### src/rtl/htb_pkg.sv
// ----------------------------------------------------------------------------
// htb_pkg: shared types and constants of the Huffman tree builder
// Item opcodes, result status codes, the sequencer state and the entry and
// control types that travel along the sorted cell chain.
// ----------------------------------------------------------------------------
package htb_pkg;

  localparam int SYMBOLS        = 256;
  localparam int LIST_DEPTH     = 256;
  localparam int SYM_W          = 8;
  localparam int COUNT_W        = 32;
  localparam int NODE_W         = 9;
  localparam int WEIGHT_W       = 40;
  localparam int LEN_W          = $clog2(LIST_DEPTH + 1);
  localparam int FIRST_INTERNAL = 256;
  localparam int LAST_INTERNAL  = 511;

  typedef enum logic [1:0] {
    OP_LOAD  = 2'd0,
    OP_MERGE = 2'd1,
    OP_CLEAR = 2'd2
  } op_e;

  typedef enum logic [1:0] {
    ST_MERGED = 2'd0,
    ST_DONE   = 2'd1,
    ST_EMPTY  = 2'd2
  } status_e;

  typedef enum logic [1:0] {
    S_IDLE,
    S_POP,
    S_CMP,
    S_INSERT
  } state_e;

  // One list entry held by a cell
  typedef struct packed {
    logic [WEIGHT_W-1:0] weight;
    logic [NODE_W-1:0]   node;
  } entry_t;

  // Control broadcast to every cell of the chain
  typedef struct packed {
    logic cmp;  // capture the compare result against the key
    logic ins;  // insert the key at the first hit, shift the rest right
    logic pop;  // shift the chain left by two entries
    logic ge;   // merge ordering: weight greater or equal wins, no id tiebreak
  } cell_ctrl_t;

endpackage

### src/rtl/htb_if.sv
// ----------------------------------------------------------------------------
// htb_if: valid/ready channels of the Huffman tree builder
// htb_in_if carries command items, htb_out_if carries merge results.
// ----------------------------------------------------------------------------
interface htb_in_if;
  logic        valid;
  logic        ready;
  logic [1:0]  op;
  logic [7:0]  symbol;
  logic [31:0] count;

  modport source (output valid, output op, output symbol, output count, input ready);
  modport sink   (input valid, input op, input symbol, input count, output ready);
endinterface

interface htb_out_if;
  logic        valid;
  logic        ready;
  logic [1:0]  status;
  logic [8:0]  left_node;
  logic [8:0]  right_node;
  logic [8:0]  parent_node;
  logic [39:0] weight;
  logic        final_merge;

  modport source (output valid, output status, output left_node, output right_node,
                  output parent_node, output weight, output final_merge, input ready);
  modport sink   (input valid, input status, input left_node, input right_node,
                  input parent_node, input weight, input final_merge, output ready);
endinterface

### src/rtl/htb_ctrl.sv
// ----------------------------------------------------------------------------
// htb_ctrl: sequencer of the Huffman tree builder
// Decodes items, keeps list length and the next internal id, drives the cell
// chain and forms merge results in the output register.
// ----------------------------------------------------------------------------
module htb_ctrl (
  input  logic                         clk_i,
  input  logic                         rst_ni,
  htb_in_if.sink                       in_i,
  htb_out_if.source                    res_o,
  input  htb_pkg::entry_t              head0_i,
  input  htb_pkg::entry_t              head1_i,
  output htb_pkg::cell_ctrl_t          ctrl_o,
  output logic [htb_pkg::WEIGHT_W-1:0] key_weight_o,
  output logic [htb_pkg::NODE_W-1:0]   key_node_o,
  output htb_pkg::entry_t              ins_entry_o,
  output logic [htb_pkg::LEN_W-1:0]    len_o
);
  import htb_pkg::*;

  state_e              state_q, state_d;
  logic [LEN_W-1:0]    len_q, len_d;
  logic [NODE_W-1:0]   next_id_q, next_id_d;
  entry_t              key_q, key_d;
  logic                accept;
  logic                load_ok;
  logic                slot_free;
  logic                do_pop;
  logic [WEIGHT_W:0]   sum_full;
  logic [WEIGHT_W-1:0] sum_sat;

  logic                out_valid_q, out_valid_d;
  logic [1:0]          status_q, status_d;
  logic [NODE_W-1:0]   left_q, left_d, right_q, right_d, parent_q, parent_d;
  logic [WEIGHT_W-1:0] weight_q, weight_d;
  logic                final_q, final_d;

  assign accept    = in_i.valid && in_i.ready;
  assign slot_free = !out_valid_q || res_o.ready;
  assign load_ok   = (in_i.count != '0) && ({1'b0, in_i.symbol} < NODE_W'(SYMBOLS)) &&
                     (len_q != LEN_W'(LIST_DEPTH));
  assign do_pop    = (state_q == S_POP) && slot_free && (len_q >= LEN_W'(2));

  // Saturating sum of the two head weights
  always_comb begin
    sum_full = {1'b0, head0_i.weight} + {1'b0, head1_i.weight};
    sum_sat  = sum_full[WEIGHT_W] ? '1 : sum_full[WEIGHT_W-1:0];
  end

  // Next state
  always_comb begin
    state_d = state_q;
    unique case (state_q)
      S_IDLE: begin
        if (accept) begin
          if (in_i.op == OP_LOAD && load_ok) begin
            state_d = S_INSERT;
          end else if (in_i.op == OP_MERGE) begin
            state_d = S_POP;
          end
        end
      end
      S_POP: begin
        if (slot_free) begin
          state_d = (len_q >= LEN_W'(2)) ? S_CMP : S_IDLE;
        end
      end
      S_CMP:    state_d = S_INSERT;
      S_INSERT: state_d = S_IDLE;
      default:  state_d = S_IDLE;
    endcase
  end

  // Cell chain control and handshake
  always_comb begin
    in_i.ready  = (state_q == S_IDLE);
    ctrl_o.cmp  = (state_q == S_IDLE) || (state_q == S_CMP);
    ctrl_o.ins  = (state_q == S_INSERT);
    ctrl_o.pop  = do_pop;
    ctrl_o.ge   = (state_q != S_IDLE);
    if (state_q == S_IDLE) begin
      key_weight_o = WEIGHT_W'(in_i.count);
      key_node_o   = NODE_W'(in_i.symbol);
    end else begin
      key_weight_o = key_q.weight;
      key_node_o   = key_q.node;
    end
  end

  assign ins_entry_o = key_q;
  assign len_o       = len_q;

  // List bookkeeping and the pending key
  always_comb begin
    len_d     = len_q;
    next_id_d = next_id_q;
    key_d     = key_q;
    if (accept) begin
      key_d.weight = WEIGHT_W'(in_i.count);
      key_d.node   = NODE_W'(in_i.symbol);
      unique case (in_i.op)
        OP_CLEAR: begin
          len_d     = '0;
          next_id_d = NODE_W'(FIRST_INTERNAL);
        end
        default: ;
      endcase
    end
    if (do_pop) begin
      key_d.weight = sum_sat;
      key_d.node   = next_id_q;
      len_d        = len_q - LEN_W'(2);
      next_id_d    = (next_id_q == NODE_W'(LAST_INTERNAL)) ? NODE_W'(FIRST_INTERNAL)
                                                          : next_id_q + NODE_W'(1);
    end
    if (state_q == S_INSERT) begin
      len_d = len_q + LEN_W'(1);
    end
  end

  // Output register: fill on a merge, drop when taken
  always_comb begin
    out_valid_d = out_valid_q;
    status_d    = status_q;
    left_d      = left_q;
    right_d     = right_q;
    parent_d    = parent_q;
    weight_d    = weight_q;
    final_d     = final_q;
    if (out_valid_q && res_o.ready) begin
      out_valid_d = 1'b0;
    end
    if (state_q == S_POP && slot_free) begin
      out_valid_d = 1'b1;
      left_d      = '0;
      right_d     = '0;
      parent_d    = '0;
      weight_d    = '0;
      final_d     = 1'b0;
      if (len_q == '0) begin
        status_d = ST_EMPTY;
      end else if (len_q == LEN_W'(1)) begin
        status_d = ST_DONE;
        parent_d = head0_i.node;
        weight_d = head0_i.weight;
      end else begin
        status_d = ST_MERGED;
        left_d   = head0_i.node;
        right_d  = head1_i.node;
        parent_d = next_id_q;
        weight_d = sum_sat;
        final_d  = (len_q == LEN_W'(2));
      end
    end
  end

  always_ff @(posedge clk_i or negedge rst_ni) begin
    if (!rst_ni) begin
      state_q     <= S_IDLE;
      len_q       <= '0;
      next_id_q   <= NODE_W'(FIRST_INTERNAL);
      out_valid_q <= 1'b0;
    end else begin
      state_q     <= state_d;
      len_q       <= len_d;
      next_id_q   <= next_id_d;
      out_valid_q <= out_valid_d;
    end
  end

  always_ff @(posedge clk_i) begin
    key_q    <= key_d;
    status_q <= status_d;
    left_q   <= left_d;
    right_q  <= right_d;
    parent_q <= parent_d;
    weight_q <= weight_d;
    final_q  <= final_d;
  end

  assign res_o.valid       = out_valid_q;
  assign res_o.status      = status_q;
  assign res_o.left_node   = left_q;
  assign res_o.right_node  = right_q;
  assign res_o.parent_node = parent_q;
  assign res_o.weight      = weight_q;
  assign res_o.final_merge = final_q;

endmodule

### src/flat_wrapper.sv
// flat-port wrapper written by rule: the top's interface ports become plain ports
module htb_ctrl_flat import htb_pkg::*;
  (clk_i, rst_ni, head0_i, head1_i, ctrl_o, key_weight_o, key_node_o, ins_entry_o, len_o, in_i_valid, in_i_op, in_i_symbol, in_i_count, in_i_ready, res_o_valid, res_o_status, res_o_left_node, res_o_right_node, res_o_parent_node, res_o_weight, res_o_final_merge, res_o_ready);
  htb_in_if in_i_i ();
  htb_out_if res_o_i ();
  input  logic clk_i;
  input  logic rst_ni;
  input  htb_pkg::entry_t head0_i;
  input  htb_pkg::entry_t head1_i;
  output htb_pkg::cell_ctrl_t ctrl_o;
  output logic [htb_pkg::WEIGHT_W-1:0] key_weight_o;
  output logic [htb_pkg::NODE_W-1:0] key_node_o;
  output htb_pkg::entry_t ins_entry_o;
  output logic [htb_pkg::LEN_W-1:0] len_o;
  input wire logic [$bits(in_i_i.valid)-1:0] in_i_valid;
  input wire logic [$bits(in_i_i.op)-1:0] in_i_op;
  input wire logic [$bits(in_i_i.symbol)-1:0] in_i_symbol;
  input wire logic [$bits(in_i_i.count)-1:0] in_i_count;
  output wire logic [$bits(in_i_i.ready)-1:0] in_i_ready;
  output wire logic [$bits(res_o_i.valid)-1:0] res_o_valid;
  output wire logic [$bits(res_o_i.status)-1:0] res_o_status;
  output wire logic [$bits(res_o_i.left_node)-1:0] res_o_left_node;
  output wire logic [$bits(res_o_i.right_node)-1:0] res_o_right_node;
  output wire logic [$bits(res_o_i.parent_node)-1:0] res_o_parent_node;
  output wire logic [$bits(res_o_i.weight)-1:0] res_o_weight;
  output wire logic [$bits(res_o_i.final_merge)-1:0] res_o_final_merge;
  input wire logic [$bits(res_o_i.ready)-1:0] res_o_ready;
  assign in_i_i.valid = in_i_valid;
  assign in_i_i.op = in_i_op;
  assign in_i_i.symbol = in_i_symbol;
  assign in_i_i.count = in_i_count;
  assign in_i_ready = in_i_i.ready;
  assign res_o_valid = res_o_i.valid;
  assign res_o_status = res_o_i.status;
  assign res_o_left_node = res_o_i.left_node;
  assign res_o_right_node = res_o_i.right_node;
  assign res_o_parent_node = res_o_i.parent_node;
  assign res_o_weight = res_o_i.weight;
  assign res_o_final_merge = res_o_i.final_merge;
  assign res_o_i.ready = res_o_ready;
  htb_ctrl u_core (.clk_i(clk_i), .rst_ni(rst_ni), .in_i(in_i_i), .res_o(res_o_i), .head0_i(head0_i), .head1_i(head1_i), .ctrl_o(ctrl_o), .key_weight_o(key_weight_o), .key_node_o(key_node_o), .ins_entry_o(ins_entry_o), .len_o(len_o));
endmodule
### config.mk
export PLATFORM = sky130hd
export DESIGN_NAME = htb_ctrl_flat
export DESIGN_NICKNAME = d
export VERILOG_FILES = /design/src/rtl/htb_pkg.sv /design/src/rtl/htb_if.sv /design/src/rtl/htb_ctrl.sv /design/src/flat_wrapper.sv
export SDC_FILE = /design/constraint.sdc
export NUM_CORES = 1
export LEC_CHECK = 0
export BUFFER_PORTS_ARGS = -buffer_cell sky130_fd_sc_hd__buf_4
export CELL_PAD_IN_SITES_DETAIL_PLACEMENT = 1
export CELL_PAD_IN_SITES_GLOBAL_PLACEMENT = 2
export CORE_ASPECT_RATIO = 1.75
export CORE_UTILIZATION = 30
export DETAILED_ROUTE_END_ITERATION = 12
export PLACE_DENSITY_LB_ADDON = 0.08
export SLEW_MARGIN = 30
export SYNTH_ARGS = -nofsm -noshare
export SYNTH_HDL_FRONTEND = slang
export SYNTH_SLANG_ARGS = --single-unit
### constraint.sdc
create_clock -name clk_i -period 7.21 [get_ports clk_i]
set_clock_uncertainty 0.05 [all_clocks]
set_input_delay 1.0815 -clock clk_i [delete_from_list [all_inputs] [get_ports clk_i]]
set_output_delay 1.0815 -clock clk_i [all_outputs]
set_load 0.03 [all_outputs]
# [Word-level counts from Yosys, hierarchy flattened]
# Index checks and enable logic that the tools add are counted.
[totals] in_bits=144 wordCells=76 reg_bits=140 output_inout_bits=183
[op_classes] magnitude_cmp=1 reduce_logical=23 muxes=24 addsub=4 n_eq_ne=12
[op_table] op="$mux 40" n=3
[op_table] op="$mux 49" n=2
[op_table] op="$mux 9" n=10
[op_table] op="$add 40x40->41" n=1
[op_table] op="$reduce_bool 32->1" n=1
[op_table] op="$add 9x1->9 const B" n=2
[op_table] op="$mux 2" n=5
[op_table] op="$eq 9x1->1 const B" n=1
[op_table] op="$eq 9x2->1 const B" n=1
[op_table] op="$eq 9x9->1 const B" n=1
[op_table] op="$ge 9x2->1 const B" n=1
[op_table] op="$logic_not 9->1" n=1
[op_table] op="$ne 9x9->1 const B" n=1
[op_table] op="$sub 9x2->9 const B" n=1
[op_table] op="$pmux 2 s4" n=1
[op_table] op="$reduce_bool 2->1" n=4
[op_table] op="$eq 2x2->1 const B" n=3
[op_table] op="$logic_and 1x1->1" n=6
[op_table] op="$reduce_bool 3->1" n=2
[op_table] op="$eq 2x1->1 const B" n=2
[op_table] op="$logic_not 2->1" n=2
[op_table] op="$reduce_and 2->1" n=2
[op_table] op="$mux 1" n=3
[op_table] op="$ne 3x3->1 const B" n=1
[op_table] op="other kinds (6)" n=7

# [Longest topological paths before layout]
[depth] ltp_word=6 mapped_depth=12 ltp_nobuf=11

# [Worst setup path before layout]
# No wires, ideal clock.
[synth_path] path_type="register -> register" from="register u_core.state_q[1]" to="register u_core.key_q, in the netlist u_core.ins_entry_o[0], enable pin" n_path_buf=1 stages_incl_launch_ff=5 setup_ps=524 period_less_slack_ps=5405 t_required_ps=6636 setup_slack_ps=1805 t_arrival_ps=4831 cell_sequence="dfrtp_1 -> nor2_1 -> clkbuf_1 -> inv_1 -> o21ai_0"
[synth_via] elab_chain_len=4 elab_cells_between_ends=6 cone_classes="1 x eq/ne; 5 x reduce/logical"
[synth_lines] item="from (decl)" line="htb_ctrl.sv:21" text="state_e state_q, state_d;"
[synth_lines] item="from (signal assigned)" line="htb_ctrl.sv:164" text="state_q <= state_d;"
[synth_lines] item="$eq 2x1->1" line="htb_ctrl.sv:42" text="assign do_pop = (state_q == S_POP) && slot_free && (len_q >= LEN_W'(2));"
[synth_lines] item="$logic_and 1x1->1 (2 in series)" line="htb_ctrl.sv:42"
[synth_lines] item="$reduce_bool 2->1 (no line) *"
[synth_lines] item="to (signal assigned)" line="htb_ctrl.sv:172" text="key_q <= key_d;"
[synth_lines] item="to (decl)" line="htb_ctrl.sv:24" text="entry_t key_q, key_d;"
# Mark *: on every way between the ends. The rest lies on a longest branch, timed or not.
# A chain may end at the register's enable or synchronous reset.

==> impl_metrics.json <==
{
  "status": "finished clean",
  "ys_top_cells_by_count": "nand2_1, edfxtp_1, o21ai_0, nor2_1, a21oi_1",
  "cp-end-kind": "primary output",
  "grt_pass1_wl_um": 55600,
  "drc": 0,
  "cp_max_fo": 26,
  "cts_tree": "built",
  "drt-initial-drc-count": 304,
  "gp_congestion": 0.827,
  "clock-sinks": 140,
  "synth_mux_area_share_pct": 5.32,
  "clk_pin_slew_ns": 0.07,
  "power.density_nw_per_um2": 458,
  "synth_nets": 1128,
  "grt_antenna_before_repair": 1,
  "synthXorXnorAreaFrac_pct": 3.47,
  "setup_viol": 0,
  "die_area_um2": 31000,
  "ys_ff_latch": 140,
  "synth_top_area_share_pct": 39.3,
  "maxSlewViolCount": 0,
  "final_util_pct": 41.9,
  "yosys.area.top_type": "edfxtp_1",
  "insertion_delay_ns": 0.45,
  "met2_length_um": 21000,
  "path_buf_inv": 3,
  "placed_cells": 1613,
  "drt-total-wl_um": 38100,
  "grt_max_degree": 82,
  "cpMostUsedCell": "buf_4",
  "grt_pass1_vias": 8987,
  "place_hpwl_um": 29500,
  "post-route-min-period_ns": 4.13,
  "synth_warnings": 0,
  "coreArea_um2": 30000,
  "nNetsFinal": 1437,
  "critPathLaunchType": "flip-flop",
  "drive_gt1_share_pct": 34.7,
  "p_total_mw": 5.75,
  "synth_area_um2": 9080,
  "cts_root_buf": "clkbuf_16",
  "drt_first_pass_iters": 4,
  "yosysMostFrequentCell": "nand2_1",
  "std_cell_rows": 84,
  "postCtsResizedCells": 0,
  "routed.top_layer": "met4",
  "wl_met3_um": 1520,
  "grt_use_total_pct": 24.7,
  "maxCapViolCount": 0,
  "synthAdderAreaFrac_pct": 6.69,
  "hp-class": "in -> async",
  "crit_chain": "nor4_1 > nand3_1 > a31o_4 > inv_1 > buf_4 > buf_4",
  "start_util_pct": 30.3,
  "synthCells": 936,
  "overflow": 0,
  "ys.flop_type": "edfxtp_1",
  "cts_buffer_depth": 2,
  "rrSetupSlack_ns": 3.64,
  "htreeDepth": 4,
  "vias_per_cell": 5.25,
  "preCtsSetupSlack_ns": 2.70,
  "fp.dieW_um": 134,
  "worst_slew_pin_slew_ns": 0.926,
  "max_slew_margin_pct": 38.3,
  "tns_ns": 0,
  "static-leakage-power_nw": 5.33,
  "crit_slowest_cell": "nor4_1",
  "rsz0062_at_grt": "false",
  "synth_edf_count": 119,
  "cts_setup_buffers": 0,
  "synth_simple_gate_area_share_pct": 16.6,
  "io_buffer_count": 326,
  "synth_area_per_cell_um2": 9.71,
  "async_flop_share_pct": 15.0,
  "yosysUniqueCellTypes": 69,
  "holdWs_ns": 0.469,
  "synth_top_family_by_area": "compound AO/OA/AOI/OAI gates",
  "wl_met1_um": 13600,
  "synth-compound-area-share_pct": 19.6,
  "fin_cells": 1646,
  "area_growth_pct": 38.0,
  "critPathKind": "reg -> out",
  "cpPeakStageDelay_ns": 0.52,
  "hold_buffers": 0,
  "min_period_over_period_pct": 57.2,
  "drtAntennaViolNets": 0,
  "ir_drop_mv": 0.245,
  "crit_required_ns": 6.08,
  "worst_slack_ns": 3.08,
  "cts_buffers": 17,
  "fp.dieH_um": 232,
  "hold_viol_final": 0,
  "yosysSeqAreaShare_pct": 45.1,
  "wl_per_cell_um": 23.1,
  "yosys-top-cells-area": "edfxtp_1, ha_1, nand2_1",
  "max_freq_ghz": 0.242,
  "cp_data_arrival_time_ns": 2.99,
  "path_delay_family": "buffers and inverters",
  "placed_area_um2": 11900,
  "routed-via-count": 8637,
  "ios": 327,
  "final_area_um2": 12500
}
## sequential cells by signal (all words and copies together) (netlist names)
name,cells
u_core.res_o.final_merge,1
u_core.res_o.left_node,9
u_core.len_o,9
u_core.next_id_q,9
u_core.res_o.status,2
u_core.ins_entry_o,49
u_core.res_o.parent_node,9
u_core.state_q,2
u_core.res_o.valid,1
u_core.res_o.right_node,9
u_core.res_o.weight,40
## final timing paths
check,depth (start not counted),from,end
setup / recovery,6,u_core.len_o[5],ctrl_o[1]
hold / removal,1,rst_ni,u_core.len_o[7]
setup reg to reg,11,u_core.len_o[1],u_core.len_o[7]
hold reg to reg,2,u_core.res_o.valid,u_core.res_o.valid
max in group asynchronous,1,rst_ni,u_core.next_id_q[8]
min in group clk_i,2,u_core.res_o.valid,u_core.res_o.valid
## cell usage in the layout (no fill, tap or decap), drive strengths merged, types with 26 or more instances in the layout
cell type	n
o21ai	109
mux2	42
ha	47
nand2	135
buf	336
a21oi	55
nor2	69
and2	26
inv	28
edfxtp	119
nand3	28
## report_power, final
group          switching, mW  internal [mW]  total (mW)
Combinational           2.11           1.09        3.20
Clock                  0.408          0.558       0.966
Sequential             0.221           1.36        1.58
Total                   2.74           3.01        5.75
## cells by family after synthesis
logic type,count (synthesis)
AO/OA/AOI/OAI,278
XOR/XNOR,36
adder cells (fa/ha/maj),48
buffers and inverters,66
flip-flops,140
multiplexers,43
AND/OR/NAND/NOR,325
## worst reg2reg max path, cell delays in order (launching register included)
cell and delay [ns]:
dfrtp_1 0.47, inv_1 0.20, ha_1 0.22, nand2_1 0.10, nor3_1 0.33, a31o_4 0.28, buf_4 0.74, and2_1 0.49
nand2_1 0.26, o21ai_0 0.15, nor2_1 0.06, a21oi_1 0.15
## layer usage
| layer | vias up | GRT usage (%) |
|---|---|---|
| li1 | 4072 | - |
| met1 | 4215 | 24.6 |
| met2 | 271 | 47.4 |
| met3 | 79 | 3.71 |
| met4 | 0 | 15.2 |
| met5 | - | 0 |
## final cells by class
| cell class | count | area [um^2] |
|---|---|---|
| Multi-Input combinational cell | 730 | 4730 |
| Fill cell | 3460 | 17400 |
| Timing Repair Buffer | 336 | 2520 |
| Clock buffer | 17 | 425 |
| Antenna cell | 1 | 2.50 |
| Sequential cell | 140 | 4100 |
| Inverter | 20 | 76.3 |
| Tap cell | 387 | 484 |
| Clock inverter | 15 | 199 |
Power figures use the tool's default switching activity.
