File: src/rtl/htb_pkg.sv
// ----------------------------------------------------------------------------
// htb_pkg: shared types and constants of the Huffman tree builder
// Item opcodes, result status codes, the sequencer state and the entry and
// control types that travel along the sorted cell chain.
// ----------------------------------------------------------------------------
package htb_pkg;

  localparam int SYMBOLS        = 256;
  localparam int LIST_DEPTH     = 256;
  localparam int SYM_W          = 8;
  localparam int COUNT_W        = 32;
  localparam int NODE_W         = 9;
  localparam int WEIGHT_W       = 40;
  localparam int LEN_W          = $clog2(LIST_DEPTH + 1);
  localparam int FIRST_INTERNAL = 256;
  localparam int LAST_INTERNAL  = 511;

  typedef enum logic [1:0] {
    OP_LOAD  = 2'd0,
    OP_MERGE = 2'd1,
    OP_CLEAR = 2'd2
  } op_e;

  typedef enum logic [1:0] {
    ST_MERGED = 2'd0,
    ST_DONE   = 2'd1,
    ST_EMPTY  = 2'd2
  } status_e;

  typedef enum logic [1:0] {
    S_IDLE,
    S_POP,
    S_CMP,
    S_INSERT
  } state_e;

  // One list entry held by a cell
  typedef struct packed {
    logic [WEIGHT_W-1:0] weight;
    logic [NODE_W-1:0]   node;
  } entry_t;

  // Control broadcast to every cell of the chain
  typedef struct packed {
    logic cmp;  // capture the compare result against the key
    logic ins;  // insert the key at the first hit, shift the rest right
    logic pop;  // shift the chain left by two entries
    logic ge;   // merge ordering: weight greater or equal wins, no id tiebreak
  } cell_ctrl_t;

endpackage

File: src/rtl/htb_cell.sv
// ----------------------------------------------------------------------------
// htb_cell: one slot of the sorted list
// Holds one entry, compares it against the broadcast key, and takes part in
// the insert (shift right from the first hit on) and pop (shift left by two).
// ----------------------------------------------------------------------------
module htb_cell (
  input  logic                         clk_i,
  input  htb_pkg::cell_ctrl_t          ctrl_i,
  input  logic [htb_pkg::WEIGHT_W-1:0] key_weight_i,
  input  logic [htb_pkg::NODE_W-1:0]   key_node_i,
  input  htb_pkg::entry_t              ins_entry_i,
  input  logic                         occupied_i,
  input  htb_pkg::entry_t              left_entry_i,
  input  htb_pkg::entry_t              right2_entry_i,
  input  logic                         seen_i,
  output logic                         seen_o,
  output htb_pkg::entry_t              entry_o
);
  import htb_pkg::*;

  entry_t entry_q, entry_d;
  logic   hit_q, hit_d;
  logic   before_me;

  // The key goes ahead of this entry; an empty slot always accepts it
  always_comb begin
    before_me = (entry_q.weight > key_weight_i) ||
                ((entry_q.weight == key_weight_i) &&
                 (ctrl_i.ge || (entry_q.node > key_node_i)));
    hit_d = ctrl_i.cmp ? (!occupied_i || before_me) : hit_q;
  end

  // Pass the "insert point already found" flag down the chain
  assign seen_o = seen_i | hit_q;

  // Shift right behind the insert point, take the key at it, pop by two
  always_comb begin
    entry_d = entry_q;
    if (ctrl_i.ins) begin
      if (seen_i) begin
        entry_d = left_entry_i;
      end else if (hit_q) begin
        entry_d = ins_entry_i;
      end
    end else if (ctrl_i.pop) begin
      entry_d = right2_entry_i;
    end
  end

  always_ff @(posedge clk_i) begin
    entry_q <= entry_d;
    hit_q   <= hit_d;
  end

  assign entry_o = entry_q;

endmodule

File: config.mk
export PLATFORM = sky130hd
export DESIGN_NAME = htb_cell
export DESIGN_NICKNAME = d
export VERILOG_FILES = /design/src/rtl/htb_pkg.sv /design/src/rtl/htb_cell.sv
export SDC_FILE = /design/constraint.sdc
export NUM_CORES = 1
export LEC_CHECK = 0
export ABC_AREA = 1
export BUFFER_PORTS_ARGS = -buffer_cell sky130_fd_sc_hd__buf_2
export CAP_MARGIN = 10
export CORE_ASPECT_RATIO = 1.5
export CORE_MARGIN = 2
export CORE_UTILIZATION = 39
export DETAILED_ROUTE_END_ITERATION = 10
export PLACE_DENSITY = 0.78
export SLEW_MARGIN = 15
export SYNTH_ARGS = -nofsm -noshare
export SYNTH_HDL_FRONTEND = slang
export SYNTH_SLANG_ARGS = --single-unit
File: constraint.sdc
create_clock -name clk_i -period 1.5 [get_ports clk_i]
set_input_delay 0.075 -clock clk_i [delete_from_list [all_inputs] [get_ports clk_i]]
set_output_delay 0.075 -clock clk_i [all_outputs]
set_load 0.02 [all_outputs]
* Word level (Yosys, flattened, before mapping)
Cells that the tools add are included.
** Cells by class
- $lt $le $gt $ge :: 2
- Eq/ne operators :: 2
- Muxes and demuxes :: 4
- Bitwise logic cells :: 1
- Reduce and logical (&&, ||, !) cells :: 7
** Operators by type and width (number)
- 49-bit 2-to-1 mux :: 4
- 40-bit == test :: 1
- 40-bit > comparator :: 1
- 9-bit > comparator :: 1
- 1-bit logical OR :: 3
- 3-bit by 1-bit inequality test with 1-bit output, second input constant :: 1
- 2-bit AND reduction :: 1
- 2-bit nonzero test :: 1
- 1-bit logical AND :: 1
- 1-bit logical NOT :: 1
- 1-bit OR :: 1
** Word-level totals
- Register bits after elaboration :: 50
- Input bits :: 203
- Output and inout port bits :: 50
- Logic and storage cells :: 19

* Logic depth before layout (Yosys ltp)
Gate-level depths: netlist (run 1).
- Depth after elaboration :: 5
- Mapped depth :: 14
- Depth with buffers taken out :: 14

* Least setup slack after synthesis (run 1)
No wires, ideal clock.
- Path type :: register to register
- Start :: register entry_q (netlist bit entry_o[48])
- End :: register hit_q (data pin)
- Library setup time :: 252 ps
- Arrival :: 1516 ps
- Required time :: 1248 ps
- Slack :: -268 ps
- Cell stages (with the launch flop) :: 11
- Buffers on the path :: 0
- Clock period less this slack :: 1768 ps
- Path through :: edfxtp_1 ha_1 nand2_2 nor2_4 nand2_2 nor2_4 nand2_2 nor3b_2 nand2_1 nand2_1 nand2_1
** On the way
- Cells in the longest elaborated chain, start to end :: 4
- Elaborated cells on any way between the ends :: 5
- Those cells by class :: order compare: 1; eq/ne: 1; reduce/logical: 3
** Ends and longest elaborated chain
- from (decl) :: line htb_cell.sv:21 : entry_t entry_q, entry_d;
- from (signal assigned) :: line htb_cell.sv:51 : entry_q <= entry_d;
- branches (longest 2 deep; another with 40-bit > comparator)
- 1-bit logical OR (*) :: line htb_cell.sv:27 : before_me = (entry_q.weight > key_weight_i) ||
- 1-bit logical OR (*) :: line htb_cell.sv:30 : hit_d = ctrl_i.cmp ? (!occupied_i || before_me) : hit_q;
- to (signal assigned) :: line htb_cell.sv:52 : hit_q <= hit_d;
- to (decl) :: line htb_cell.sv:22 : logic hit_q, hit_d;
Mark *: on every way between the ends.
A chain may end at the register's enable or synchronous reset.

* Final worst setup path (run 1)
- Start :: register entry_q (netlist bit entry_o[28])
- End :: register hit_q (data pin)
Same word-level chain as after synthesis.

==> results of run 1 <==
-- Yosys cell counts (all sizes together) --
cell    count  area share, %
nand2     161             16
nor2       66            7.3
inv        62            6.0
edfxtp     50             39
a31oi      49            7.9
ha         49             16
a21oi      19            2.4
buf        14            1.9
clkbuf      8           0.77
a21o        3           0.58
nand3       3           0.51
o21ai       3           0.39
o21a        2           0.42
clkinv      1          0.096
mux2        1           0.29
nor3        1           0.42
nor3b       1           0.32
o211ai      1           0.19
o21bai      1           0.19
or2         1           0.16
-- power breakdown --
group,total (uW),internal (uW),switching [uW]
logic,1440,631,808
registers,1790,1720,76.5
clock network,1090,611,482
total,4330,2960,1370
-- final cells by class --
class / instances / area [um^2]
inverter: 63 / 236
clock inverter: 2 / 8.76
fill: 900 / 4130
multi-input combinational: 361 / 2130
tap: 115 / 144
sequential: 50 / 1500
clock buffer: 6 / 129
timing repair buffer: 270 / 1410
-- cells by family (layout without fill, tap and decap cells) --
| logic type | Yosys count | in the layout | synth area share [%] |
|---|---|---|---|
| mux | 1 | 1 | 0.289 |
| flops | 50 | 50 | 38.5 |
| compound gates | 78 | 78 | 12.1 |
| buf+inv | 85 | 341 | 8.76 |
| fa+ha+maj | 49 | 49 | 15.7 |
| simple gates | 233 | 233 | 24.6 |
-- metrics by stage --
step	total power [uW]	instances	setup WS, ps	setup TNS [ps]	util (%)
after detailed placement	3250	857	-268	-268	55.2
after global routing	4600	867	-388	-388	57.4
after CTS	4360	867	-257	-257	57.1
after floorplan	2630	496	-258	-258	-
final	4330	867	-221	-221	57.4
after global placement	3180	857	-219	-219	55.2
-- flip-flops by register name (all words and copies together), names as in the netlist --
| name | count |
|---|---|
| entry_o | 49 |
| hit_q | 1 |
-- layer usage --
| layer | vias to the layer above | share of wire [%] |
|---|---|---|
| met4 | 0 | 2.7 |
| met5 | - | 0 |
| li1 | 2149 | - |
| met1 | 1918 | 37 |
| met2 | 177 | 55 |
| met3 | 25 | 5.7 |
-- worst reg2reg max path, stage by stage, from the launching register on --
cell and delay [ps]:
edfxtp_1 430, ha_4 300, nand2_1 60, nor2_1 110, nand2_2 90, nor2_4 110
nand2_2 60, nor3b_2 150, nand2_1 70, nand2_1 60, nand2_1 40
-- repair_timing --
item,CTS,global route
endpoints found under the setup margin,1,23
hold buffers,1,0
pin swaps,2,1
cloned,0,0
gates resized for setup,3,4
hold endpoints to repair,1,0
buffers inserted,1,0
-- worst max path at each step --
stage                                      from         endpoint  depth (start not counted)
after floorplan           entry_o[48]$_DFFE_PP_  hit_q$_DFFE_PP_                         10
after global placement    entry_o[24]$_DFFE_PP_  hit_q$_DFFE_PP_                         10
after detailed placement  entry_o[28]$_DFFE_PP_  hit_q$_DFFE_PP_                         10
after CTS                 entry_o[24]$_DFFE_PP_  hit_q$_DFFE_PP_                         10
after global routing      entry_o[36]$_DFFE_PP_  hit_q$_DFFE_PP_                         10
final                     entry_o[28]$_DFFE_PP_  hit_q$_DFFE_PP_                         10
==> impl_results.md, run 1 <==
* Status: finished with violations
* Failing checks: negative setup slack
* Reg2reg end: hit_q$_DFFE_PP_
* Sequential area share after synthesis at 38.5%
* Final HPWL DP at 9820 um
* CP required at 1550 ps
* GR peak layer: met2
* Total of max-cap violations at 0
* Buf/Inv on CP at 0
* Worst-path clk slew at 60 ps
* CTS Buf Count at 5
* Reg2reg path depth at 10
* Fin worst setup slack at -221 ps
* Hold depth at 2
* Worst reg2reg startpoint: entry_o[28]$_DFFE_PP_
* Final Max Slew Viols at 0
* Mapped Cells at 496
* Skew final at between 3 and 4 ps
* Starting Density at 40.2%
* CP max-delay cell: edfxtp_1
* FMAX at 581 MHz
* Crit Path Class: register to register
* Largest delay share family, worst path: simple AND/OR/NAND/NOR gates
* Global-route wire length before repair at approximately 19,000 um
* Static Leak at 0.00298 uW
* Pwr Density at approximately 780 nW/um^2
* # rows at 44
* Reg-to-reg slack, setup at -220 ps
* DRC viols at 0
* Chip height at about 130 um
* Net Count, Synth at roughly 750
* GP Congestion at 0.896
* Met3 Usage GRT at 3.19%
* #FFs+latches synth at 50
* Finish-stage setup viols at 1
* Clk sink count at 50
* Mapped Avg Cell Area at 7.86 um^2
* DR iter-0 viols at 170
* # diodes at 0
* RSZ-0062 raised after global routing: yes
* Final ANT Viol Nets at 0
* Grt met2 use at 42.5%
* M1 GR Usage at between 20% and 30%
* Die width at about 86 um
* Most frequent cells in the layout: buf_2 (251), nand2_1 (154), inv_1 (59)
* Total GRT Usage at 21.9%
* Final wirelength at 11,900 um
* # IOs at around 250
* Nets at ~1,000
* H-tree levels at 2
* Post-route cell area at 5560 um^2
* Final worst-path cycle share at 115%
* Die Area at between 10,000 and 15,000 um^2
* Startpoint types: register
* Most frequent CP cell: nand2_1
* Crit. End Element: register
* Synth warnings at 0
* Port bufs at 252
* Area grow syn2layout at 42.7%
* Hold_sp: occupied_i
* Critical Path Fanout Max at 2
* Tightest Pin Transition at 407 ps
* WL/cell at about 14 um
* Clock tree root driver cell: clkbuf_16
* Commonest non-fill, non-tap cell in the layout: buf_2
* Min-delay worst type: input pin to register
* Max VDD drop at 450 uV
* Total grt overflow at 0
* Clock Path Buffers at 2
* Worst skew pair latency at 280 ps
* Core Area at 9690 um^2
* Hold Vio Cnt, Final at 0
* Synth Cell Area at a little under 4000 um^2
* Drt via density at 4.92
* Layout cell share with drive strength beyond 1 at between 40% and 50%
* Initial antenna violation count at 0
* Drt pass-1 iters at 4
* Distinct cells, synth at 27
* Hold endpoint: hit_q$_DFFE_PP_
* CTS tree: built
* DP Area at ~5300 um^2
* Via count at around 4,300
* Relative slew slack at 72.9%
* Fin Hold WS at 44.3 ps
* Crit-path max cell delay at 430 ps
* CP Data Arrival Time at 1770 ps
* Largest net degree at the start of global routing at 99
* CP Cell Sequence: ha_4, nand2_1, nor2_1, nand2_2, nor2_4, nand2_2, nor3b_2, nand2_1, nand2_1, nand2_1
* Post-layout min period at 1720 ps
* Vias in the first global route at approximately 4,300
Power figures use the tool's default switching activity.
==> run 2, diff against run 1 <==
--- a/config.mk
+++ b/config.mk
@@ -6,13 +6,14 @@
 export NUM_CORES = 1
 export LEC_CHECK = 0
 export ABC_AREA = 1
-export BUFFER_PORTS_ARGS = -buffer_cell sky130_fd_sc_hd__buf_2
+export BUFFER_PORTS_ARGS = -buffer_cell sky130_fd_sc_hd__clkbuf_2
 export CAP_MARGIN = 10
 export CORE_ASPECT_RATIO = 1.5
 export CORE_MARGIN = 2
 export CORE_UTILIZATION = 39
 export DETAILED_ROUTE_END_ITERATION = 10
 export PLACE_DENSITY = 0.78
+export REMOVE_ABC_BUFFERS = 1
 export SLEW_MARGIN = 15
 export SYNTH_ARGS = -nofsm -noshare
 export SYNTH_HDL_FRONTEND = slang
==> run 2 against run 1 <==
- the flow still finishes with violations (negative setup slack)
- non-clock buffer count up 31
- total power up 5.8%
- global-route usage rose by 0.73 points
- utilization grew 4.8 points
- first-iteration DRC count up 28%
- die area did not move
- register-to-register slack got worse by 20 ps
- largest power group unchanged
==> impl_results.md, run 2 (synthesized netlist as in run 1, its figures left out) <==
* Commonest non-fill, non-tap cell in the layout: clkbuf_2
* Nets at 1,034 (+3.1%)
* Total GRT Usage at 22.6% (+0.73 points)
* FMAX at 573 MHz (-1.3%)
* Starting Density at 40.2% (unchanged)
* Clk sink count at 50 (unchanged)
* CP Data Arrival Time at 1790 ps (+20 ps)
* Crit. End Element: register
* Failing checks: negative setup slack
* Final worst-path cycle share at 116% (+1.5 points)
* Drt via density at 4.92 (about the same)
* Core Area at 9690 um^2 (unchanged)
* Skew final at 4.14 ps (+0.682 ps)
* Global-route wire length before repair at 19,400 um (+2.0%)
* Hold_sp: occupied_i
* Fin worst setup slack at -244 ps (-22.6 ps)
* Reg2reg path depth at 10 (unchanged)
* Status: finished with violations
* Tightest Pin Transition at 384 ps (-22.4 ps)
* Hold endpoint: hit_q$_DFFE_PP_
* Final ANT Viol Nets at 0 (unchanged)
* DR iter-0 viols at 217 (+28%)
* Crit Path Class: register to register
* Startpoint types: register
* Most frequent cells in the layout: clkbuf_2 (251), nand2_1 (142), inv_1 (59)
* Layout cell share with drive strength beyond 1 at 45.8% (+5.7 points)
* Min-delay worst type: input pin to register
* Final Max Slew Viols at 0 (unchanged)
* Clock tree root driver cell: clkbuf_16
* # rows at 44 (unchanged)
* Post-layout min period at 1740 ps (+22.6 ps)
* Relative slew slack at 74.4% (+1.5 points)
* CP required at 1550 ps (about the same)
* DRC viols at 0 (unchanged)
* Chip height at 126 um (unchanged)
* Initial antenna violation count at 0 (unchanged)
* Worst-path clk slew at 60 ps (about the same)
* Worst skew pair latency at 290 ps (about the same)
* H-tree levels at 2 (unchanged)
* Hold depth at 2 (unchanged)
* Static Leak at 0.00322 uW (+8.1%)
* Port bufs at 252 (unchanged)
* # IOs at 253 (unchanged)
* Via count at 4,418 (+3.5%)
* CTS Buf Count at 5 (unchanged)
* Die Area at 10,800 um^2 (unchanged)
* Total grt overflow at 0 (unchanged)
* Drt pass-1 iters at 5 (+1)
* Vias in the first global route at 4,420 (+2.0%)
* Largest net degree at the start of global routing at 75 (-24%)
* Pwr Density at 760 nW/um^2 (-2.3%)
* RSZ-0062 raised after global routing: yes
* Final Power at 4580 uW (+5.8%)
* Worst reg2reg startpoint: entry_o[29]$_DFFE_PP_
* Total of max-cap violations at 0 (unchanged)
* # diodes at 0 (unchanged)
* Critical Path Fanout Max at 2 (unchanged)
* GP Congestion at 0.912 (+1.8%)
* Hold Vio Cnt, Final at 0 (unchanged)
* WL/cell at 13.9 um (+1.5%)
* Finish-stage setup viols at 1 (unchanged)
* Clock Path Buffers at 2 (unchanged)
* Final wirelength at 12,500 um (+5.1%)
* Max VDD drop at 475 uV (+5.5%)
* CTS tree: built
* Reg-to-reg slack, setup at -240 ps (-20 ps)
* Final HPWL DP at 10,200 um (+4.2%)
* Largest register FFs at 49 (unchanged)
* Die width at 85.6 um (unchanged)
* Reg2reg end: hit_q$_DFFE_PP_
* Final design utilization at 62.2% (+4.8 points)
* Area grow syn2layout at 54.6%
==> run 2: through the flow <==
step	setup WS [ps]	cells	TNS (ps)	hold slack [ps]	cell area (um^2)
after global placement	-222	873	-222	284	5490
after floorplan	-268	474	-7930	187	3790
final	-244	898	-244	10.6	6030
after CTS	-254	891	-254	6.69	5840
after detailed placement	-313	873	-313	285	5490
after global routing	-334	898	-334	12.0	6030
==> run 2: worst max-delay path, stage by stage (launching register included) <==
cell and delay, ps:
edfxtp_1 410, ha_1 310, nand2_2 70, nor2_4 110, nand2_2 90, nor2_4 120, nand2_2 70, nor3b_2 150
nand2_1 60, nand2_1 70, nand2_1 50
==> run 2: cell type report <==
class / instances / area, um^2
flip-flops and latches: 50 / 1500
inverters: 63 / 236
clock buffers: 6 / 129
well taps: 115 / 144
clock inverters: 2 / 8.76
multi-input cells: 361 / 2330
repair buffers: 301 / 1680
fillers: 817 / 3660
==> run 2: worst max path at each step <==
stage,startpoint,endpoint,slack (ps)
finish,entry_o[29]$_DFFE_PP_,hit_q$_DFFE_PP_,-240
global route,entry_o[30]$_DFFE_PP_,hit_q$_DFFE_PP_,-330
CTS,entry_o[20]$_DFFE_PP_,hit_q$_DFFE_PP_,-250
detailed placement,entry_o[27]$_DFFE_PP_,hit_q$_DFFE_PP_,-310
global placement,entry_o[28]$_DFFE_PP_,hit_q$_DFFE_PP_,-220
floorplan,entry_o[48]$_DFFE_PP_,hit_q$_DFFE_PP_,-270
==> run 2: layer usage <==
| metal | global-route usage (%) | wire length [um] | vias to the layer above |
|---|---|---|---|
| li1 | - | - | 2215 |
| met1 | 22.7 | 4400 | 1998 |
| met2 | 45.2 | 7040 | 173 |
| met3 | 3.19 | 609 | 32 |
| met4 | 8.87 | 412 | 0 |
| met5 | 0 | 0 | - |
==> run 2: timing repair <==
action                                  4_1_cts  5_1_grt
pin swaps                                    23       24
resized for setup                            22       18
hold endpoints to repair                      1        0
endpoints found under the setup margin        1        1
cloned                                        0        0
setup buffers                                 9        7
hold buffers                                  1        0
==> run 2: power breakdown <==
| group | leakage [uW] | internal (uW) | switching [uW] | total, uW |
|---|---|---|---|---|
| Clock | 0.0000683 | 611 | 478 | 1090 |
| Sequential | 0.000495 | 1720 | 91.9 | 1810 |
| Combinational | 0.00265 | 785 | 893 | 1680 |
| Total | 0.00322 | 3110 | 1460 | 4580 |
==> run 3, diff against run 2 <==
--- a/config.mk
+++ b/config.mk
@@ -8,13 +8,12 @@
 export ABC_AREA = 1
 export BUFFER_PORTS_ARGS = -buffer_cell sky130_fd_sc_hd__clkbuf_2
 export CAP_MARGIN = 10
-export CORE_ASPECT_RATIO = 1.5
+export CORE_ASPECT_RATIO = 1.4
 export CORE_MARGIN = 2
 export CORE_UTILIZATION = 39
 export DETAILED_ROUTE_END_ITERATION = 10
 export PLACE_DENSITY = 0.78
 export REMOVE_ABC_BUFFERS = 1
-export SLEW_MARGIN = 15
 export SYNTH_ARGS = -nofsm -noshare
 export SYNTH_HDL_FRONTEND = slang
 export SYNTH_SLANG_ARGS = --single-unit
==> run 3 against run 2 <==
- the flow still finishes with violations (negative setup slack)
- die area is essentially flat
- count of clock-buffer cells in the layout grew 1
- sequential share of layout area grew 0.59 points
- combinational power shrank 6%
- hold slack gained 4.6 ps
- via count shrank 3.6%
- fmax grew 1.0%
- final cell count grew 0.67%
- cell area shrank 2.3%
- non-clock buffer count shrank 13
==> impl_results.md, run 3 (synthesized netlist as in run 1, its figures left out) <==
* Area grow syn2layout at 51.1%
* Layout cell share with drive strength beyond 1 at 44.2% (-1.6 points)
* Hold depth at 2 (unchanged)
* Crit Path Class: register to register
* Reg2reg end: hit_q$_DFFE_PP_
* Clock tree root driver cell: clkbuf_16
* Final Max Slew Viols at 0 (unchanged)
* Skew final at 2.22 ps (-1.91 ps)
* RSZ-0062 raised after global routing: yes
* Nets at 1,021 (-1.3%)
* Startpoint types: register
* Final non-filler cell total at 904 (+0.67%)
* Final HPWL DP at 9910 um (-3.1%)
* Met2 WL post-DR at 6390 um (-9.2%)
* H-tree levels at 2 (unchanged)
* Vias in the first global route at 3,928 (-11%)
* # rows at 43 (-2.3%)
* Core Area at 9850 um^2 (+1.6%)
* Worst reg2reg startpoint: entry_o[28]$_DFFE_PP_
* WL/cell at 13.2 um (-5.2%)
* Starting Density at 39.6% (-0.64 points)
* Most frequent cells in the layout: clkbuf_2 (251), nand2_1 (145), inv_1 (59)
* Die width at 88.5 um (+3.3%)
* FMAX at 579 MHz (+1.0%)
* Placed cells at 887 (+1.6%)
* Tightest Pin Transition at 404 ps (+19.8 ps)
* Highest routed metal layer: met4
* Largest register FFs at 49 (unchanged)
* Port bufs at 252 (unchanged)
* Hold Vio Cnt, Final at 0 (unchanged)
* Dpl ws at -277 ps (+36.2 ps)
* Post-route cell area at 5890 um^2 (-2.3%)
* Clk sink count at 50 (unchanged)
* Critical Path Fanout Max at 2 (unchanged)
* Finish-stage setup viols at 1 (unchanged)
* DP Area at 5450 um^2 (-0.78%)
* Final wirelength at 11,900 um (-4.6%)
* Worst-path clk slew at 60 ps (about the same)
* Fin worst setup slack at -227 ps (+17.3 ps)
* Total GRT Usage at 21.1% (-1.5 points)
* Total grt overflow at 0 (unchanged)
* # IOs at 253 (unchanged)
* Relative slew slack at 72.9% (-1.4 points)
* GP Congestion at 0.811 (-11%)
* Status: finished with violations
* # diodes at 0 (unchanged)
* Worst skew pair latency at 280 ps (about the same)
* DR iter-0 viols at 122 (-44%)
* Reg2reg path depth at 10 (unchanged)
* Commonest non-fill, non-tap cell in the layout: clkbuf_2
* Total of max-cap violations at 0 (unchanged)
* CTS Buf Count at 5 (unchanged)
* Via count at 4,261 (-3.6%)
* Failing checks: negative setup slack
* Drt pass-1 iters at 4 (-1)
* CTS tree: built
* Min-delay worst type: input pin to register
* DRC viols at 0 (unchanged)
* Final ANT Viol Nets at 0 (unchanged)
* Post-layout min period at 1730 ps (-17.3 ps)
* Hold endpoint: hit_q$_DFFE_PP_
* Final worst-path cycle share at 115% (-1.2 points)
* Die Area at 10,800 um^2 (about the same)
* Largest net degree at the start of global routing at 38 (-49%)
* Static Leak at 0.00314 uW (-2.4%)
* Max VDD drop at 385 uV (-19%)
* Pwr Density at 759 nW/um^2 (about the same)
* Chip height at 122 um (-3.3%)
* Crit. End Element: register
* Global-route wire length before repair at 17,600 um (-9.6%)
* Met3 Wirelength at 609 um (unchanged)
* Drt via density at 4.71 (-4.2%)
* Reg-to-reg slack, setup at -230 ps (+20 ps)
* CP Data Arrival Time at 1770 ps (-20 ps)
* Met1 wire length at 4610 um (+4.8%)
* Hold_sp: occupied_i
* Initial antenna violation count at 0 (unchanged)
* CP required at 1540 ps (about the same)
* Clock Path Buffers at 2 (unchanged)
[run 3: cell type report]
class | instances | area (um^2)
fillers | 934 | 3960
multi-input cells | 361 | 2290
repair buffers | 288 | 1560
flip-flops and latches | 50 | 1500
inverters | 63 | 236
well taps | 135 | 169
clock buffers | 7 | 133
[run 3: how the worst max path moves through the flow]
| stage | startpoint | endpoint | slack [ps] | cells past startpoint |
|---|---|---|---|---|
| final | entry_o[28]$_DFFE_PP_ | hit_q$_DFFE_PP_ | -230 | 10 |
| after global routing | entry_o[34]$_DFFE_PP_ | hit_q$_DFFE_PP_ | -440 | 10 |
| after CTS | entry_o[32]$_DFFE_PP_ | hit_q$_DFFE_PP_ | -230 | 10 |
| after detailed placement | entry_o[28]$_DFFE_PP_ | hit_q$_DFFE_PP_ | -280 | 10 |
| after global placement | entry_o[28]$_DFFE_PP_ | hit_q$_DFFE_PP_ | -220 | 10 |
| after floorplan | entry_o[48]$_DFFE_PP_ | hit_q$_DFFE_PP_ | -270 | 10 |
[run 3: per-stage QoR]
stage                     util (%)  hold WS [ps]  power, uW  setup TNS, ps
after floorplan                  -           187       2560          -7930
after global placement        55.3           277       3230           -220
after detailed placement      55.3           281       3270           -277
after CTS                     57.5          13.5       4380           -231
after global routing          59.8          44.7       4770           -436
final                         59.8          15.2       4470           -227
[run 3: routing by layer]
layer	track usage (%)	up-vias
met5	0	-
met1	24.0	1911
li1	-	2183
met2	38.8	145
met4	7.01	0
met3	4.03	22
[run 3: timing repair]
action / in CTS / in global routing
setup endpoints to repair: 1 / 1
gates resized for setup: 6 / 28
hold buffers: 1 / 0
endpoints found under the hold margin: 1 / 0
pin swaps: 6 / 23
buffers inserted: 3 / 6
[run 3: power breakdown]
group | switching, uW | internal (uW)
registers | 89.5 | 1720
clock network | 466 | 611
logic | 858 | 725
[run 3: critical path, cell delays in order (launching register included)]
cell and delay, ps:
edfxtp_1 410, ha_1 320, nand2_1 90, nor2_2 100, nand2_2 90, nor2_4 90
nand2_2 60, nor3b_2 160, nand2_1 60, nand2_1 60, nand2_1 40
